==> src/hw/rtl/r2y_pkg.sv <==
`timescale 1ns / 1ps

package r2y_pkg;

    localparam int PIX_W   = 8;
    localparam int SIZE_W  = 12;
    localparam int PAIR_W  = 13;   // clamped pair count, up to 4095
    localparam int LAST_W  = 14;   // last row or column index
    localparam int PROD_W  = 16;
    localparam int SUM_W   = 17;
    localparam int CFG_IDX_W = 2;

    localparam logic [CFG_IDX_W-1:0] CFG_HALF_WIDTH  = 2'd0;
    localparam logic [CFG_IDX_W-1:0] CFG_HALF_HEIGHT = 2'd1;

    localparam logic [SIZE_W-1:0] HALF_WIDTH_RST  = 12'd960;
    localparam logic [SIZE_W-1:0] HALF_HEIGHT_RST = 12'd540;

    // BT.601 coefficients, 8 fraction bits
    localparam logic [PIX_W-1:0] Y_R  = 8'd66;
    localparam logic [PIX_W-1:0] Y_G  = 8'd129;
    localparam logic [PIX_W-1:0] Y_B  = 8'd25;
    localparam logic [PIX_W-1:0] CB_R = 8'd38;   // subtracted
    localparam logic [PIX_W-1:0] CB_G = 8'd74;   // subtracted
    localparam logic [PIX_W-1:0] CB_B = 8'd112;
    localparam logic [PIX_W-1:0] CR_R = 8'd112;
    localparam logic [PIX_W-1:0] CR_G = 8'd94;   // subtracted
    localparam logic [PIX_W-1:0] CR_B = 8'd18;   // subtracted

    localparam logic [SUM_W-1:0] ROUND_HALF  = 17'd128;
    localparam logic [SUM_W-1:0] CHROMA_BIAS = 17'd32896;  // 128 << 8 plus rounding
    localparam logic [PIX_W-1:0] LUMA_OFFSET = 8'd16;

    localparam int QUEUE_DEPTH = 2;

    typedef struct packed {
        logic [PIX_W-1:0] red;
        logic [PIX_W-1:0] green;
        logic [PIX_W-1:0] blue;
    } pix_t;

    typedef struct packed {
        pix_t pix;
        logic chroma_valid;
        logic row_end;
        logic frame_end;
    } q_entry_t;

    typedef struct packed {
        logic              we;
        logic [CFG_IDX_W-1:0] index;
        logic [SIZE_W-1:0] data;
    } cfg_wr_t;

endpackage

==> src/hw/rtl/r2y_stream_if.sv <==
`timescale 1ns / 1ps

interface r2y_rgb_if;
    logic                     valid;
    logic                     ready;
    logic [r2y_pkg::PIX_W-1:0] red;
    logic [r2y_pkg::PIX_W-1:0] green;
    logic [r2y_pkg::PIX_W-1:0] blue;

    modport source (output valid, output red, output green, output blue, input ready);
    modport sink   (input valid, input red, input green, input blue, output ready);
endinterface

interface r2y_ycc_if;
    logic                     valid;
    logic                     ready;
    logic [r2y_pkg::PIX_W-1:0] luma;
    logic                     chroma_valid;
    logic [r2y_pkg::PIX_W-1:0] chroma_blue;
    logic [r2y_pkg::PIX_W-1:0] chroma_red;
    logic                     row_end;
    logic                     frame_end;

    modport source (output valid, output luma, output chroma_valid, output chroma_blue,
                    output chroma_red, output row_end, output frame_end, input ready);
    modport sink   (input valid, input luma, input chroma_valid, input chroma_blue,
                    input chroma_red, input row_end, input frame_end, output ready);
endinterface

==> src/hw/rtl/r2y_front.sv <==
`timescale 1ns / 1ps

module r2y_front #(
    parameter int MAX_WIDTH  = 4096,
    parameter int MAX_HEIGHT = 4096
) (
    input  logic                clk,
    input  logic                rst_n,
    input  r2y_pkg::cfg_wr_t    cfg,
    r2y_rgb_if.sink             pixels,
    input  logic                q_full,
    output logic                q_push,
    output r2y_pkg::q_entry_t   q_data
);

    localparam int HW_LIM = (MAX_WIDTH / 2 < 1) ? 1 : MAX_WIDTH / 2;
    localparam int HH_LIM = (MAX_HEIGHT / 2 < 1) ? 1 : MAX_HEIGHT / 2;
    localparam logic [r2y_pkg::PAIR_W-1:0] W_LIMIT = r2y_pkg::PAIR_W'(HW_LIM);
    localparam logic [r2y_pkg::PAIR_W-1:0] H_LIMIT = r2y_pkg::PAIR_W'(HH_LIM);

    logic [r2y_pkg::SIZE_W-1:0] half_width_reg, half_height_reg;
    logic [r2y_pkg::SIZE_W-1:0] col_reg, col_next, row_reg, row_next;
    logic [r2y_pkg::PAIR_W-1:0] w_pairs, h_pairs;
    logic [r2y_pkg::LAST_W-1:0] last_col, last_row;
    logic                       at_row_end, at_last_row, accept;

    always_ff @(posedge clk or negedge rst_n)
    begin
        if (!rst_n)
        begin
            half_width_reg  <= r2y_pkg::HALF_WIDTH_RST;
            half_height_reg <= r2y_pkg::HALF_HEIGHT_RST;
        end
        else if (cfg.we)
        begin
            case (cfg.index)
                r2y_pkg::CFG_HALF_WIDTH:  half_width_reg  <= cfg.data;
                r2y_pkg::CFG_HALF_HEIGHT: half_height_reg <= cfg.data;
                default: ;
            endcase
        end
    end

    // zero acts as one pair, oversize clamps to the frame limit
    always_comb
    begin
        w_pairs = {1'b0, half_width_reg};
        if (w_pairs == '0)
            w_pairs = r2y_pkg::PAIR_W'(1);
        if (w_pairs > W_LIMIT)
            w_pairs = W_LIMIT;
        h_pairs = {1'b0, half_height_reg};
        if (h_pairs == '0)
            h_pairs = r2y_pkg::PAIR_W'(1);
        if (h_pairs > H_LIMIT)
            h_pairs = H_LIMIT;
    end

    assign last_col    = {w_pairs, 1'b0} - r2y_pkg::LAST_W'(1);
    assign last_row    = {h_pairs, 1'b0} - r2y_pkg::LAST_W'(1);
    assign at_row_end  = {2'b00, col_reg} >= last_col;
    assign at_last_row = {2'b00, row_reg} >= last_row;

    assign pixels.ready = !q_full;
    assign accept       = pixels.valid && !q_full;
    assign q_push       = accept;

    always_comb
    begin
        q_data.pix.red     = pixels.red;
        q_data.pix.green   = pixels.green;
        q_data.pix.blue    = pixels.blue;
        q_data.chroma_valid = !col_reg[0] && !row_reg[0];
        q_data.row_end     = at_row_end;
        q_data.frame_end   = at_row_end && at_last_row;
    end

    always_comb
    begin
        col_next = col_reg;
        row_next = row_reg;
        if (accept)
        begin
            if (at_row_end)
            begin
                col_next = '0;
                row_next = at_last_row ? '0 : row_reg + 1'b1;
            end
            else
            begin
                col_next = col_reg + 1'b1;
            end
        end
    end

    always_ff @(posedge clk or negedge rst_n)
    begin
        if (!rst_n)
        begin
            col_reg <= '0;
            row_reg <= '0;
        end
        else
        begin
            col_reg <= col_next;
            row_reg <= row_next;
        end
    end

endmodule

==> src/hw/rtl/r2y_queue.sv <==
`timescale 1ns / 1ps

module r2y_queue (
    input  logic              clk,
    input  logic              rst_n,
    input  logic              push,
    input  r2y_pkg::q_entry_t push_data,
    output logic              full,
    input  logic              pop,
    output logic              head_valid,
    output r2y_pkg::q_entry_t head_data
);

    localparam int AW = (r2y_pkg::QUEUE_DEPTH > 1) ? $clog2(r2y_pkg::QUEUE_DEPTH) : 1;
    localparam int CW = $clog2(r2y_pkg::QUEUE_DEPTH + 1);

    r2y_pkg::q_entry_t   mem_reg [r2y_pkg::QUEUE_DEPTH];
    logic [AW-1:0]       wr_ptr_reg, wr_ptr_next, rd_ptr_reg, rd_ptr_next;
    logic [CW-1:0]       count_reg, count_next;
    logic                do_push, do_pop;

    assign full       = count_reg == CW'(r2y_pkg::QUEUE_DEPTH);
    assign head_valid = count_reg != '0;
    assign head_data  = mem_reg[rd_ptr_reg];
    assign do_push    = push && !full;
    assign do_pop     = pop && head_valid;

    always_comb
    begin
        wr_ptr_next = wr_ptr_reg;
        rd_ptr_next = rd_ptr_reg;
        if (do_push)
            wr_ptr_next = (wr_ptr_reg == AW'(r2y_pkg::QUEUE_DEPTH - 1)) ? '0 : wr_ptr_reg + 1'b1;
        if (do_pop)
            rd_ptr_next = (rd_ptr_reg == AW'(r2y_pkg::QUEUE_DEPTH - 1)) ? '0 : rd_ptr_reg + 1'b1;
        count_next = count_reg + CW'(do_push) - CW'(do_pop);
    end

    always_ff @(posedge clk or negedge rst_n)
    begin
        if (!rst_n)
        begin
            wr_ptr_reg <= '0;
            rd_ptr_reg <= '0;
            count_reg  <= '0;
        end
        else
        begin
            wr_ptr_reg <= wr_ptr_next;
            rd_ptr_reg <= rd_ptr_next;
            count_reg  <= count_next;
        end
    end

    always_ff @(posedge clk)
    begin
        if (do_push)
            mem_reg[wr_ptr_reg] <= push_data;
    end

endmodule

==> src/hw/rtl/r2y_back.sv <==
`timescale 1ns / 1ps

module r2y_back (
    input  logic              clk,
    input  logic              rst_n,
    input  logic              head_valid,
    input  r2y_pkg::q_entry_t head_data,
    output logic              pop,
    r2y_ycc_if.source         samples
);

    typedef logic [r2y_pkg::PROD_W-1:0] prod_t;

    // stage 1: constant products
    logic  s1_valid_reg;
    prod_t y_r_reg, y_g_reg, y_b_reg;
    prod_t cb_r_reg, cb_g_reg, cb_b_reg;
    prod_t cr_r_reg, cr_g_reg, cr_b_reg;
    logic  s1_cv_reg, s1_re_reg, s1_fe_reg;

    // stage 2: output word
    logic                      s2_valid_reg;
    logic [r2y_pkg::PIX_W-1:0] luma_reg, cb_reg, cr_reg;
    logic                      cv_reg, re_reg, fe_reg;

    logic                      s1_ready, s2_ready;
    logic [r2y_pkg::SUM_W-1:0] y_sum, cb_sum, cr_sum;
    r2y_pkg::pix_t             p;

    assign s2_ready = !s2_valid_reg || samples.ready;
    assign s1_ready = !s1_valid_reg || s2_ready;
    assign pop      = head_valid && s1_ready;
    assign p        = head_data.pix;

    always_ff @(posedge clk or negedge rst_n)
    begin
        if (!rst_n)
        begin
            s1_valid_reg <= 1'b0;
            s2_valid_reg <= 1'b0;
        end
        else
        begin
            if (s1_ready)
                s1_valid_reg <= head_valid;
            if (s2_ready)
                s2_valid_reg <= s1_valid_reg;
        end
    end

    always_ff @(posedge clk)
    begin
        if (pop)
        begin
            y_r_reg   <= prod_t'(p.red)   * prod_t'(r2y_pkg::Y_R);
            y_g_reg   <= prod_t'(p.green) * prod_t'(r2y_pkg::Y_G);
            y_b_reg   <= prod_t'(p.blue)  * prod_t'(r2y_pkg::Y_B);
            cb_r_reg  <= prod_t'(p.red)   * prod_t'(r2y_pkg::CB_R);
            cb_g_reg  <= prod_t'(p.green) * prod_t'(r2y_pkg::CB_G);
            cb_b_reg  <= prod_t'(p.blue)  * prod_t'(r2y_pkg::CB_B);
            cr_r_reg  <= prod_t'(p.red)   * prod_t'(r2y_pkg::CR_R);
            cr_g_reg  <= prod_t'(p.green) * prod_t'(r2y_pkg::CR_G);
            cr_b_reg  <= prod_t'(p.blue)  * prod_t'(r2y_pkg::CR_B);
            s1_cv_reg <= head_data.chroma_valid;
            s1_re_reg <= head_data.row_end;
            s1_fe_reg <= head_data.frame_end;
        end
    end

    // chroma sums stay in 0..65535 thanks to the bias, so bits 15:8 are exact
    assign y_sum  = r2y_pkg::SUM_W'(y_r_reg) + r2y_pkg::SUM_W'(y_g_reg)
                  + r2y_pkg::SUM_W'(y_b_reg) + r2y_pkg::ROUND_HALF;
    assign cb_sum = r2y_pkg::SUM_W'(cb_b_reg) + r2y_pkg::CHROMA_BIAS
                  - r2y_pkg::SUM_W'(cb_r_reg) - r2y_pkg::SUM_W'(cb_g_reg);
    assign cr_sum = r2y_pkg::SUM_W'(cr_r_reg) + r2y_pkg::CHROMA_BIAS
                  - r2y_pkg::SUM_W'(cr_g_reg) - r2y_pkg::SUM_W'(cr_b_reg);

    always_ff @(posedge clk)
    begin
        if (s1_valid_reg && s2_ready)
        begin
            luma_reg <= y_sum[15:8] + r2y_pkg::LUMA_OFFSET;
            cb_reg   <= s1_cv_reg ? cb_sum[15:8] : '0;
            cr_reg   <= s1_cv_reg ? cr_sum[15:8] : '0;
            cv_reg   <= s1_cv_reg;
            re_reg   <= s1_re_reg;
            fe_reg   <= s1_fe_reg;
        end
    end

    assign samples.valid        = s2_valid_reg;
    assign samples.luma         = luma_reg;
    assign samples.chroma_valid = cv_reg;
    assign samples.chroma_blue  = cb_reg;
    assign samples.chroma_red   = cr_reg;
    assign samples.row_end      = re_reg;
    assign samples.frame_end    = fe_reg;

endmodule

==> src/hw/rtl/rgb_to_ycbcr420_converter_core.sv <==
`timescale 1ns / 1ps
// An accepted pixel word passes through the queue, the products and the sums registers to
// its result word. Throughput: one pixel per cycle while the output is not stalled; the
// two-entry queue and the output register let input and output stall independently.
// Reset (rst_n low, async): counters to row 0 column 0, queue and pipeline emptied,
// half_width 960 and half_height 540.
module rgb_to_ycbcr420_converter_core #(
    parameter int MAX_WIDTH  = 4096,
    parameter int MAX_HEIGHT = 4096
) (
    input  logic                                clk,
    input  logic                                rst_n,
    input  logic                                cfg_we,
    input  logic [r2y_pkg::CFG_IDX_W-1:0]       cfg_index,
    input  logic [r2y_pkg::SIZE_W-1:0]          cfg_data,
    r2y_rgb_if.sink                             pixels,
    r2y_ycc_if.source                           samples
);

    r2y_pkg::cfg_wr_t  cfg;
    r2y_pkg::q_entry_t push_data, head_data;
    logic              push, full, pop, head_valid;

    assign cfg.we    = cfg_we;
    assign cfg.index = cfg_index;
    assign cfg.data  = cfg_data;

    r2y_front #(
        .MAX_WIDTH  (MAX_WIDTH),
        .MAX_HEIGHT (MAX_HEIGHT)
    ) u_front (
        .clk    (clk),
        .rst_n  (rst_n),
        .cfg    (cfg),
        .pixels (pixels),
        .q_full (full),
        .q_push (push),
        .q_data (push_data)
    );

    r2y_queue u_queue (
        .clk        (clk),
        .rst_n      (rst_n),
        .push       (push),
        .push_data  (push_data),
        .full       (full),
        .pop        (pop),
        .head_valid (head_valid),
        .head_data  (head_data)
    );

    r2y_back u_back (
        .clk        (clk),
        .rst_n      (rst_n),
        .head_valid (head_valid),
        .head_data  (head_data),
        .pop        (pop),
        .samples    (samples)
    );

endmodule

==> src/flat_wrapper.sv <==
// flat-port wrapper written by rule: the top's interface ports become plain ports
module rgb_to_ycbcr420_converter_core_flat 
#(
    parameter int MAX_WIDTH  = 4096,
    parameter int MAX_HEIGHT = 4096
)
  (clk, rst_n, cfg_we, cfg_index, cfg_data, pixels_valid, pixels_red, pixels_green, pixels_blue, pixels_ready, samples_valid, samples_luma, samples_chroma_valid, samples_chroma_blue, samples_chroma_red, samples_row_end, samples_frame_end, samples_ready);
  r2y_rgb_if pixels_i ();
  r2y_ycc_if samples_i ();
  input  logic clk;
  input  logic rst_n;
  input  logic cfg_we;
  input  logic [r2y_pkg::CFG_IDX_W-1:0] cfg_index;
  input  logic [r2y_pkg::SIZE_W-1:0] cfg_data;
  input wire logic [$bits(pixels_i.valid)-1:0] pixels_valid;
  input wire logic [$bits(pixels_i.red)-1:0] pixels_red;
  input wire logic [$bits(pixels_i.green)-1:0] pixels_green;
  input wire logic [$bits(pixels_i.blue)-1:0] pixels_blue;
  output wire logic [$bits(pixels_i.ready)-1:0] pixels_ready;
  output wire logic [$bits(samples_i.valid)-1:0] samples_valid;
  output wire logic [$bits(samples_i.luma)-1:0] samples_luma;
  output wire logic [$bits(samples_i.chroma_valid)-1:0] samples_chroma_valid;
  output wire logic [$bits(samples_i.chroma_blue)-1:0] samples_chroma_blue;
  output wire logic [$bits(samples_i.chroma_red)-1:0] samples_chroma_red;
  output wire logic [$bits(samples_i.row_end)-1:0] samples_row_end;
  output wire logic [$bits(samples_i.frame_end)-1:0] samples_frame_end;
  input wire logic [$bits(samples_i.ready)-1:0] samples_ready;
  assign pixels_i.valid = pixels_valid;
  assign pixels_i.red = pixels_red;
  assign pixels_i.green = pixels_green;
  assign pixels_i.blue = pixels_blue;
  assign pixels_ready = pixels_i.ready;
  assign samples_valid = samples_i.valid;
  assign samples_luma = samples_i.luma;
  assign samples_chroma_valid = samples_i.chroma_valid;
  assign samples_chroma_blue = samples_i.chroma_blue;
  assign samples_chroma_red = samples_i.chroma_red;
  assign samples_row_end = samples_i.row_end;
  assign samples_frame_end = samples_i.frame_end;
  assign samples_i.ready = samples_ready;
  rgb_to_ycbcr420_converter_core #(.MAX_WIDTH(MAX_WIDTH), .MAX_HEIGHT(MAX_HEIGHT)) u_core (.clk(clk), .rst_n(rst_n), .cfg_we(cfg_we), .cfg_index(cfg_index), .cfg_data(cfg_data), .pixels(pixels_i), .samples(samples_i));
endmodule
==> config.mk <==
export PLATFORM = sky130hd
export DESIGN_NAME = rgb_to_ycbcr420_converter_core_flat
export DESIGN_NICKNAME = d
export VERILOG_FILES = /design/src/hw/rtl/r2y_pkg.sv /design/src/hw/rtl/r2y_stream_if.sv /design/src/hw/rtl/r2y_front.sv /design/src/hw/rtl/r2y_queue.sv /design/src/hw/rtl/r2y_back.sv /design/src/hw/rtl/rgb_to_ycbcr420_converter_core.sv /design/src/flat_wrapper.sv
export SDC_FILE = /design/constraint.sdc
export NUM_CORES = 1
export LEC_CHECK = 0
export BUFFER_PORTS_ARGS = -buffer_cell sky130_fd_sc_hd__buf_2
export CORE_ASPECT_RATIO = 0.8
export CORE_MARGIN = 10
export CORE_UTILIZATION = 40
export DETAILED_ROUTE_END_ITERATION = 8
export PLACE_DENSITY = 0.62
export SETUP_SLACK_MARGIN = 0.5
export SLEW_MARGIN = 5
export SYNTH_ARGS = -nofsm -noshare
export SYNTH_HDL_FRONTEND = slang
export SYNTH_HIERARCHICAL = 1
export SYNTH_SLANG_ARGS = --single-unit
==> constraint.sdc <==
create_clock -name clk -period 19.01 [get_ports clk]
set_clock_uncertainty 0.15 [all_clocks]
set_input_delay 3.802 -clock clk [delete_from_list [all_inputs] [get_ports clk]]
set_output_delay 3.802 -clock clk [all_outputs]
set_load 0.02 [all_outputs]
; ---- After elaboration in Yosys (flattened, before gate mapping)
; Memory sizes are Yosys's and may differ from the RTL's.
; Cells that the tools add are included.
[word_totals]
ff_bits = 202
mem_bits_rw = 54
out_inout_bits = 29
word_cells = 92
mem_count = 1
[classes]
add_sub_neg = 18
multipliers = 9
n_lt_le_gt_ge = 4
eq_ne = 2
muxes = 10
n_reduce_logical = 21
[mem_list]
columns = memory, words, width, rd, rd_clocked_by_memory_dff, write_ports, line
row1 = u_core.u_queue.mem_reg, 2, 27, 1, 0, 1, r2y_queue.sv:17  ; r2y_pkg::q_entry_t mem_reg [r2y_pkg::QUEUE_DEPTH];
[op_table]
columns = cell, count
row1 = $mux 12, 4
row2 = $mul 8x6->14 const B, 3
row3 = $add 15x16->16 const B, 2
row4 = $sub 16x15->16, 2
row5 = $ge 12x14->1, 2
row6 = $sub 14x1->14 const B, 2
row7 = $gt 13x12->1 const B, 2
row8 = $mul 8x5->13 const B, 2
row9 = $mux 13, 2
row10 = $add 12x1->12 const B, 2
row11 = $logic_not 12->1, 2
row12 = $mul 8x3->11 const B, 2
row13 = $add 15x16->16, 1
row14 = $add 16x13->16, 1
row15 = $add 16x8->16 const B, 1
row16 = $mul 8x8->16 const B, 1
row17 = $sub 16x13->16, 1
row18 = $sub 16x14->16, 1
row19 = $mul 8x4->12 const B, 1
row20 = $add 8x5->8 const B, 1
row21 = $logic_and 1x1->1, 7
row22 = $reduce_and 2->1, 3
row23 = $logic_not 1->1, 5
row24 = $mux 1, 4
row25 = 8 further kinds, 10

; ---- Logic depth before layout (Yosys ltp)
; Gate-level depths: netlist of run 1.
[depth]
word_depth = 7
mapped_depth = 19
depth_no_buf = 17

; ---- By module
; The synthesis of run 1 kept the hierarchy.
[by_module_without_submodules]
columns = mod, instances, cells_per_inst, area_per_inst_um2
row1 = r2y_back, 1, 981, 11384.7
row2 = r2y_front, 1, 353, 3385.7
row3 = r2y_queue, 1, 102, 2235.9

; ---- Worst setup path after synthesis of run 1
; No wires, ideal clock.
[synth_timing]
path_type = input to register
start = input port samples_ready
end = register u_core.u_queue.count_reg[1]
t_arrival_ps = 13657
required_time_ps = 18780
slack_ps = 5123
path_stages = 8
n_path_buf = 0
cell_sequence = nor2b_1 a21boi_0 and2_4 ha_1 inv_1 ha_1 xnor2_1 xnor2_1
[synth_between]
elab_chain_cells = 5
[synth_rtl]
columns = element, line
row1 = from (decl), flat_wrapper.sv:27  ; input wire logic [$bits(samples_i.ready)-1:0] samples_ready;
row2 = $logic_or 1x1->1, r2y_back.sv:30  ; assign s2_ready = !s2_valid_reg || samples.ready;
row3 = $logic_or 1x1->1, r2y_back.sv:31  ; assign s1_ready = !s1_valid_reg || s2_ready;
row4 = $logic_and 1x1->1, r2y_back.sv:32  ; assign pop = head_valid && s1_ready;
row5 = via u_core.pop, rgb_to_ycbcr420_converter_core.sv:22  ; logic push, full, pop, head_valid;
row6 = $logic_and 1x1->1, r2y_queue.sv:26  ; assign do_pop = pop && head_valid;
row7 = via u_core.u_queue.do_pop, r2y_queue.sv:20  ; logic do_push, do_pop;
row8 = $sub 2x1->2, r2y_queue.sv:36  ; count_next = count_reg + CW'(do_push) - CW'(do_pop);
row9 = via u_core.u_queue.count_next[1], r2y_queue.sv:19  ; logic [CW-1:0] count_reg, count_next;
row10 = to (signal assigned), r2y_queue.sv:51  ; count_reg <= count_next;
row11 = to (decl), r2y_queue.sv:19
; The timed path passes the listed nets, and every way through them passes these cells.
; A chain may end at the register's enable or synchronous reset.

==> impl_metrics.toml, run 1 <==
[status]
status = "finished clean"

[clocking]
clock-sinks = 245
clock_path_buffers = 3
clk_latency_ps = 570
clk_pin_slew_worst_paths_ps = 60
cts_root_buffer = "clkbuf_16"
cts_resized = 0
postCtsHoldBufs = 0
post_cts_buffers = 0
cts_max_level = 1
numCtsBuffers = 29
tritoncts = "done"

[worst_setup_path]
end_kind = "flip-flop"
crit_type = "reg -> reg"
arrival_ps = 5660
critPathMaxFanout = 17
worstPathRequired_ps = 19170
crit_path_start_kind = "flip-flop"

[yosys]
synth-seq-cells = 245
yosysUniqueCellTypes = 70
ys_seq_area_share_pct = 41.7
async_flop_share_pct = 22.0
synthAdderAreaFrac_pct = 27.7
synth_top_family_by_area = "adder cells"
synthMuxAreaShare_pct = 3.97
synth_warnings = 6
synth_flop_cell = "edfxtp_1"
avgSynthCellArea_um2 = 11.8
synth_simple_gate_area_share_pct = 7.06
synth_edf_count = 191
syn_nets = 1809
syn_inst = 1436
synthXorXnorAreaFrac_pct = 5.00
synth_area_um2 = 17000
synth_compound_area_share_pct = 7.66

[grt]
antenna_found_initial = 2
grt_use_total_pct = 13.9
grt_overflow = 0
grt_start_max_net_pins = 57
grt_pass1_vias = 10400
grt_first_pass_wirelength_um = 57000

[cells_and_area]
fill_cells = 3889
antenna_cells = 0
layout.nets = 1880
multi_input_area_um2 = 8750
final_area_um2 = 18900
drive_gt1_share_pct = 13.9
area_delta_synth_final_pct = 11.2
final_core_util_pct = 45.1
regArea_um2 = 7100
largest_reg_flops = 54

[drt]
drc = 0
routed_wl_um = 35400
drtIter0Drc = 549
ant_nets = 0
first_pass_iters = 5
vias = 10300
post_drt_wl_per_cell_um = 17.0
vias_per_cell = 4.93

[timing]
hold_viol_final = 0
max_freq_ghz = 0.182
report.final.slew_viol_count = 0
worst_pin_slew_ps = 865
fin_tns_setup_ps = 0
relSlewSlack_pct = 42.3
setup_viol = 0
rsz0062_at_grt = "false"
min_period_over_period_pct = 28.9
min_period_ps = 5490

[floorplanning]
die_h_um = 204
fp-row-count = 67
die-area_um2 = 51200
die_w_um = 251
pin_count = 72
initial_core_util_pct = 40.6
coreArea_um2 = 41900

[place]
placed_cell_area_um2 = 17900
portBuffers = 71
dp_hpwl_um = 27200
place_congestion = 0.824

[run]
cap_violations = 0

[hold_path]
hp-class = "reg -> reg"
-- cells by family after synthesis --
group,Yosys count
simple gates,224
flops,245
xor+xnor,97
mux,54
buf+inv,281
compound gates,205
fa+ha+maj,330
-- path summary, 6_finish.rpt --
| kind | from | to | slack, ps | cells past startpoint |
|---|---|---|---|---|
| max in group asynchronous | rst_n | u_core/u_front/row_reg[8]$_DFFE_PN0P_ | 15030 | 2 |
| min in group asynchronous | rst_n | u_core/u_front/half_width_reg[5]$_DFFE_PN0P_ | 3220 | 2 |
| worst min-delay path | u_core/u_back/s1_re_reg$_DFFE_PP_ | u_core/u_back/samples.row_end$_DFFE_PP_ | 270 | 0 |
| worst max register to register | u_core/u_queue/rd_ptr_reg$_DFFE_PN0P_ | u_core/u_back/cr_g_reg[13]$_DFFE_PP_ | 13520 | 18 |
| worst min register to register | u_core/u_back/s1_re_reg$_DFFE_PP_ | u_core/u_back/samples.row_end$_DFFE_PP_ | 270 | 0 |
| worst max-delay path | u_core/u_queue/rd_ptr_reg$_DFFE_PN0P_ | u_core/u_back/cr_g_reg[13]$_DFFE_PP_ | 13520 | 18 |
-- through the flow --
stage	cells	setup WS, ps	hold WS (ps)
finish	2081	13520	269
global route	2081	13200	278
CTS	2081	13540	272
detailed placement	2028	12970	263
global placement	2028	12990	262
floorplan	1436	5120	250
-- synthesized netlist by cell type, drive strengths merged, types with 6 or more instances --
library cell	instances	area (µm²)
dfstp	8	210
edfxtp	191	5740
a21oi	61	320
nand3	13	70.1
o21a	8	60.1
o21ai	53	265
and3	13	81.3
nor3	17	90.1
xor2	35	307
nor2	65	251
buf	32	240
inv	243	912
or3	8	57.6
dfrtp	46	1150
nor2b	18	113
a21o	18	135
a211oi	8	60.1
fa	77	1540
xnor2	62	543
o21bai	17	128
nand2	43	161
clkbuf	6	22.5
ha	253	3170
a22o	9	78.8
and2	7	46.3
mux2	51	646
nor4	9	86.3
nand2b	10	70.1
-- per-layer routing --
metal  vias to the layer above  part of all wire [%]  track usage (%)
met4                         0                   1.5             2.90
li1                       5092                     -                -
met1                      4960                    53             21.1
met3                        33                   4.7             2.26
met5                         -                     0                0
met2                       181                    41             20.3
-- final cells by class --
| type | instances | area share, % |
|---|---|---|
| Tap cell | 552 | 3.65 |
| Timing Repair Buffer | 78 | 2.16 |
| Clock inverter | 23 | 1.67 |
| Sequential cell | 245 | 37.5 |
| Clock buffer | 30 | 3.86 |
| Inverter | 243 | 4.83 |
| Multi-Input combinational cell | 910 | 46.3 |
-- worst max-delay path, stage by stage (launching register included) --
cell     delay [ps]
dfrtp_1         730
buf_4           410
mux2_2          420
inv_1           150
fa_1            540
inv_1            40
ha_1            260
inv_1            50
fa_1            590
inv_1            60
ha_1            290
a21o_1          170
a21oi_1         220
o21ai_0         130
a21oi_1         310
o21ai_0         230
a21o_1          220
a21oi_1         170
xnor2_1          80
-- placed cells by master, fill, tap and decap left out, types with 35 or more instances in the layout --
master    Yosys  final
a21oi_1      59     59
nor2_1       64     63
xor2_1       35     35
fa_1         77     77
xnor2_1      62     62
o21ai_0      53     53
ha_1        253    253
edfxtp_1    191    191
dfrtp_1      46     46
buf_2         3     71
inv_1       242    242
nand2_1      43     43
Power of run 1 is left out: the tool's default activity adds up to more than one toggle a clock period on the data nets, which glitch-free logic cannot reach.
==> inputs of run 2 (changes only) <==
--- a/config.mk
+++ b/config.mk
@@ -5,12 +5,13 @@
 export SDC_FILE = /design/constraint.sdc
 export NUM_CORES = 1
 export LEC_CHECK = 0
+export ABC_AREA = 1
 export BUFFER_PORTS_ARGS = -buffer_cell sky130_fd_sc_hd__buf_2
 export CORE_ASPECT_RATIO = 0.8
 export CORE_MARGIN = 10
 export CORE_UTILIZATION = 40
 export DETAILED_ROUTE_END_ITERATION = 8
-export PLACE_DENSITY = 0.62
+export PLACE_DENSITY = 0.64
 export SETUP_SLACK_MARGIN = 0.5
 export SLEW_MARGIN = 5
 export SYNTH_ARGS = -nofsm -noshare
==> constraint.sdc (replaced) <==
create_clock -name clk -period 4.5 [get_ports clk]
set_clock_uncertainty 0.15 [all_clocks]
set_input_delay 0.9 -clock clk [delete_from_list [all_inputs] [get_ports clk]]
set_output_delay 0.9 -clock clk [all_outputs]
set_load 0.02 [all_outputs]
==> run 2 against run 1 <==
  * Sequential share of layout area down 2.1 points
  * Flip-flop and latch count is the same
  * Synthesized area increased by 6.0%
  * Utilization about the same
  * First-iteration DRC count up 52%
  * Die area up 5.5%
  * Register-to-register slack got worse by 13000 ps
  * Clock-buffer cell count is 9 higher
==> impl_metrics.toml, run 2 <==
[worst_setup_path]
worstPathRequired_ps = 4640
crit_type = "reg -> reg"
r2r_slack_ps = 650
critPathMaxFanout = 6
reg2reg_from = "u_core/u_queue/rd_ptr_reg$_DFFE_PN0P_"
end_kind = "flip-flop"
arrival_ps = 3980
crit_path_start_kind = "flip-flop"
reg2reg_depth = 15
rr_endpoint = "u_core/u_back/cr_g_reg[12]$_DFFE_PP_"

[yosys]
syn_nets = 2250
syn_inst = 1877
yosysTopAreaCellShare_pct = 31.8
synth.most_common_cell = "nand2_1"
synth_area_leader_cell = "edfxtp_1"
async_flop_share_pct = 22.0
synth_warnings = 6
synth_edf_count = 191
synth_flop_cell = "edfxtp_1"
yosysUniqueCellTypes = 46
avgSynthCellArea_um2 = 9.61
synth_area_um2 = 18000
ys_seq_area_share_pct = 39.4
synth-seq-cells = 245
synth_area_leaders = "edfxtp_1 32%, ha_1 18%, fa_1 8.5%"
synth_commonest_cells = "367 x nand2_1, 345 x inv_1, 253 x ha_1"

[grt]
grt_start_max_net_pins = 112
grt_pass1_vias = 12400
grt_first_pass_wirelength_um = 64600
grt_use_total_pct = 14.7
grt_overflow = 0
antenna_found_initial = 3

[timing]
min_period_ps = 3850
fin_tns_setup_ps = 0
rsz0062_at_grt = "true"
setup_viol = 0
setup_ws_ps = 652
hold_viol_final = 0
min_period_over_period_pct = 85.5
report.final.slew_viol_count = 0
max_freq_ghz = 0.260
relSlewSlack_pct = 31.3
worst_pin_slew_ps = 1030

[cells_and_area]
drive_gt1_share_pct = 10.6
area_delta_synth_final_pct = 11.1
fill_cells = 4114
layout_common_cells = "361 x nand2_1, 344 x inv_1, 251 x ha_1"
largest_reg_flops = 54
antenna_cells = 0
layout.nets = 2336
layout_commonest_cell = "nand2_1"

[clocking]
tritoncts = "done"
clock_path_buffers = 3
numCtsBuffers = 28
clock-sinks = 245
cts_max_level = 1
cts_root_buffer = "clkbuf_16"
clk_pin_slew_worst_paths_ps = 60
clk_latency_ps = 590

[drt]
vias_per_cell = 4.83
vias = 12500
routed_wl_um = 39700
ant_nets = 0
drtIter0Drc = 837
first_pass_iters = 5
drc = 0
post_drt_wl_per_cell_um = 15.4

[floorplanning]
die_w_um = 257
initial_core_util_pct = 40.6
die-area_um2 = 54000
pin_count = 72
fp-row-count = 69
die_h_um = 210
coreArea_um2 = 44500

[run]
cap_violations = 0

[place]
place_congestion = 0.892
dp_hpwl_um = 31600
dp_slack_ps = 428
portBuffers = 71

[status]
status = "finished clean"

[hold_path]
hp-class = "in -> async"
## run 2: through the flow
stage	instance area (µm²)	util (%)	cells	hold slack (ps)
after floorplan	18000	-	1877	250
after global placement	19000	42.8	2532	266
after detailed placement	19000	42.8	2532	272
after CTS	20000	44.9	2585	67.5
after global routing	20000	45.1	2588	92.7
final	20000	45.1	2588	92.5
## run 2: cell type report
type,count,area (µm²),area share [%]
inverter,354,1340,6.67
clock inverter,13,171,0.855
tap,603,754,3.77
multi-input combinational,1237,9370,46.7
sequential,245,7100,35.4
timing repair buffer,97,568,2.83
clock buffer,39,742,3.70
## run 2: worst max-delay path by stage
stage	from	to	depth (start not counted)
global route	u_core/u_queue/rd_ptr_reg$_DFFE_PN0P_	u_core/u_back/cr_g_reg[11]$_DFFE_PP_	18
CTS	u_core/u_queue/rd_ptr_reg$_DFFE_PN0P_	u_core/u_back/cr_g_reg[11]$_DFFE_PP_	15
detailed placement	u_core/u_queue/rd_ptr_reg$_DFFE_PN0P_	u_core/u_back/cr_g_reg[11]$_DFFE_PP_	15
floorplan	u_core/u_queue/rd_ptr_reg$_DFFE_PN0P_	u_core/u_back/cr_g_reg[11]$_DFFE_PP_	16
finish	u_core/u_queue/rd_ptr_reg$_DFFE_PN0P_	u_core/u_back/cr_g_reg[12]$_DFFE_PP_	15
global placement	u_core/u_queue/rd_ptr_reg$_DFFE_PN0P_	u_core/u_back/cr_g_reg[12]$_DFFE_PP_	15
## run 2: repair_timing
action,CTS,global route
setup buffers,1,3
endpoints found under the setup margin,3,14
hold buffers,0,0
gates resized for setup,5,18
pin swaps,0,1
## run 2: kinds of logic after synthesis
logic type,after synthesis,synth area share (%)
AOI/OAI and AO/OA,210,6.39
xor gates and xnor gates,93,4.52
adders and majority gates,330,26.1
buffers and inverters,395,9.13
DFF,245,39.4
and+or+nand+nor,604,14.5
## run 2: critical path: stages, from the launching register on
cell and delay [ps]:
dfrtp_2 450, buf_4 150, nand2_1 50, nand2_1 90
fa_1 500, fa_1 490, inv_1 60, fa_1 530
inv_1 40, ha_1 360, inv_1 110, nor3_4 230
a21oi_2 90, nor2_1 80, nor2_1 60, xnor2_1 120
## run 2: per-layer routing
layer	GRT usage (%)	part of all wire [%]
met5	0	0.070
met1	21.3	50
met2	22.7	43
met3	2.57	5.4
met4	2.94	1.7
Power of run 2 is left out for the same reason.
==> inputs of run 3 (changes only) <==
==> constraint.sdc (replaced) <==
create_clock -name clk -period 3.08 [get_ports clk]
set_clock_uncertainty 0.15 [all_clocks]
set_input_delay 0.616 -clock clk [delete_from_list [all_inputs] [get_ports clk]]
set_output_delay 0.616 -clock clk [all_outputs]
set_load 0.02 [all_outputs]
==> run 3 against run 2 <==
  * The run now ends with setup timing left
  * Worst setup slack got worse by 1300 ps
  * Hold slack worse by 74 ps
  * Final cell count grew 11%
  * Cell area increased by 31%
  * Critical endpoint is now u_core/u_back/cr_g_reg[11]$_DFFE_PP_
==> impl_metrics.toml, run 3 (synthesis results as in run 2) <==
[status]
status = "finished, violations left"
violations = "setup timing"

[drt]
post_drt_wl_per_cell_um = 17.4
routed_wl_um = 50000
vias = 14200
ant_nets = 0
drtIter0Drc = 850
drc = 0
vias_per_cell = 4.94
first_pass_iters = 5

[worst_setup_path]
rr_endpoint = "u_core/u_back/cr_g_reg[11]$_DFFE_PP_"
path_buf_inv = 4
r2r_slack_ps = -620
path_depth = 16
reg2reg_depth = 16
arrival_ps = 3880
worstPathRequired_ps = 3250
end_kind = "flip-flop"
path_cells = "buf_6, buf_6, nand2_4, nand2_8, fa_1, inv_2, fa_2, fa_1, inv_2, ha_4, a21oi_2, o21ai_4, a21oi_2, nor2_1, nor2_1, xor2_1"
critPathSlowestCell = "fa_1"
crit_family = "adder cells"
crit_type = "reg -> reg"
startpoint = "u_core/u_queue/rd_ptr_reg$_DFFE_PN0P_"
reg2reg_from = "u_core/u_queue/rd_ptr_reg$_DFFE_PN0P_"
critPathMaxFanout = 4
crit_path_start_kind = "flip-flop"
cpPeakStageDelay_ps = 560

[clocking]
numCtsBuffers = 29
clock_path_buffers = 3
cts_max_level = 1
tritoncts = "done"
clock-sinks = 245
cts_root_buffer = "clkbuf_16"
clk_pin_slew_worst_paths_ps = 60
postCtsHoldBufs = 0
clk_latency_ps = 570

[grt]
grt_use_total_pct = 17.0
grt_pass1_vias = 14100
grt_overflow = 0
grt_start_max_net_pins = 98
antenna_found_initial = 1
grt_first_pass_wirelength_um = 74400

[timing]
relSlewSlack_pct = 49.1
report.final.slew_viol_count = 0
min_period_ps = 3700
worst_pin_slew_ps = 761
rsz0062_at_grt = "true"
setup_ws_ps = -624
setup_viol = 68
hold_viol_final = 0
max_freq_ghz = 0.270
min_period_over_period_pct = 120

[cells_and_area]
drive_gt1_share_pct = 43.8
layout_common_cells = "280 x inv_1, 237 x nand2_1, 205 x buf_4"
final_core_util_pct = 59.1
layout.nets = 2615
largest_reg_flops = 54
area_delta_synth_final_pct = 45.6
fill_cells = 3439
layout_commonest_cell = "inv_1"

[place]
portBuffers = 71
place_congestion = 0.886
dp_hpwl_um = 34000

[floorplanning]
coreArea_um2 = 44500
die_h_um = 210
fp-row-count = 69
die-area_um2 = 54000
initial_core_util_pct = 40.6
pin_count = 72
die_w_um = 257

[run]
cap_violations = 0

[hold_path]
hp-class = "in -> async"
-- run 3: changes by cell type in the layout (fill, tap and decap cells not counted), sizes merged --
cell	change
clkinvlp	+1
diode	+1
clkbuf	+6
inv	-1
nand2	+4
bufinv	-3
buf	+273
-- run 3: layer usage --
layer	share of wire [%]	track usage [%]
met4	2.0	3.38
met2	46	26.3
met3	5.4	3.14
met1	47	24.6
met5	0	0
-- run 3: layout make-up --
cell class / count / area (µm²) / share of cell area (%)
Timing Repair Buffer: 371 / 3110 / 11.9
Antenna cell: 1 / 2.50 / 0.00953
Clock buffer: 44 / 822 / 3.13
Tap cell: 603 / 754 / 2.87
Inverter: 354 / 1380 / 5.25
Sequential cell: 245 / 7100 / 27.0
Clock inverter: 10 / 77.6 / 0.295
Multi-Input combinational cell: 1241 / 13000 / 49.6
-- run 3: metrics by stage --
step / TNS (ps) / hold slack (ps) / cell area (µm²) / instances / setup WS [ps]
floorplan: -4050 / 170 / 19000 / 1877 / -530
global placement: -9880 / 261 / 21200 / 2698 / -593
detailed placement: -13340 / 255 / 21200 / 2698 / -645
CTS: -13560 / 42.6 / 24200 / 2810 / -630
global route: -29150 / 59.1 / 26300 / 2869 / -735
finish: -18630 / 18.8 / 26300 / 2869 / -624
-- run 3: how the worst max path moves through the flow --
stage	end	slack (ps)
CTS	u_core/u_back/cr_g_reg[11]$_DFFE_PP_	-630
finish	u_core/u_back/cr_g_reg[11]$_DFFE_PP_	-620
detailed placement	u_core/u_back/cr_g_reg[12]$_DFFE_PP_	-650
global route	u_core/u_back/cr_g_reg[13]$_DFFE_PP_	-730
floorplan	u_core/u_back/cr_g_reg[12]$_DFFE_PP_	-530
global placement	u_core/u_back/cr_g_reg[12]$_DFFE_PP_	-590
-- run 3: what timing repair did --
| item | in CTS | in global routing |
|---|---|---|
| setup buffers | 51 | 57 |
| gates cloned | 7 | 1 |
| endpoints found under the setup margin | 118 | 181 |
| resized for setup | 287 | 353 |
| pin swaps | 168 | 251 |
Power of run 3 is left out for the same reason.
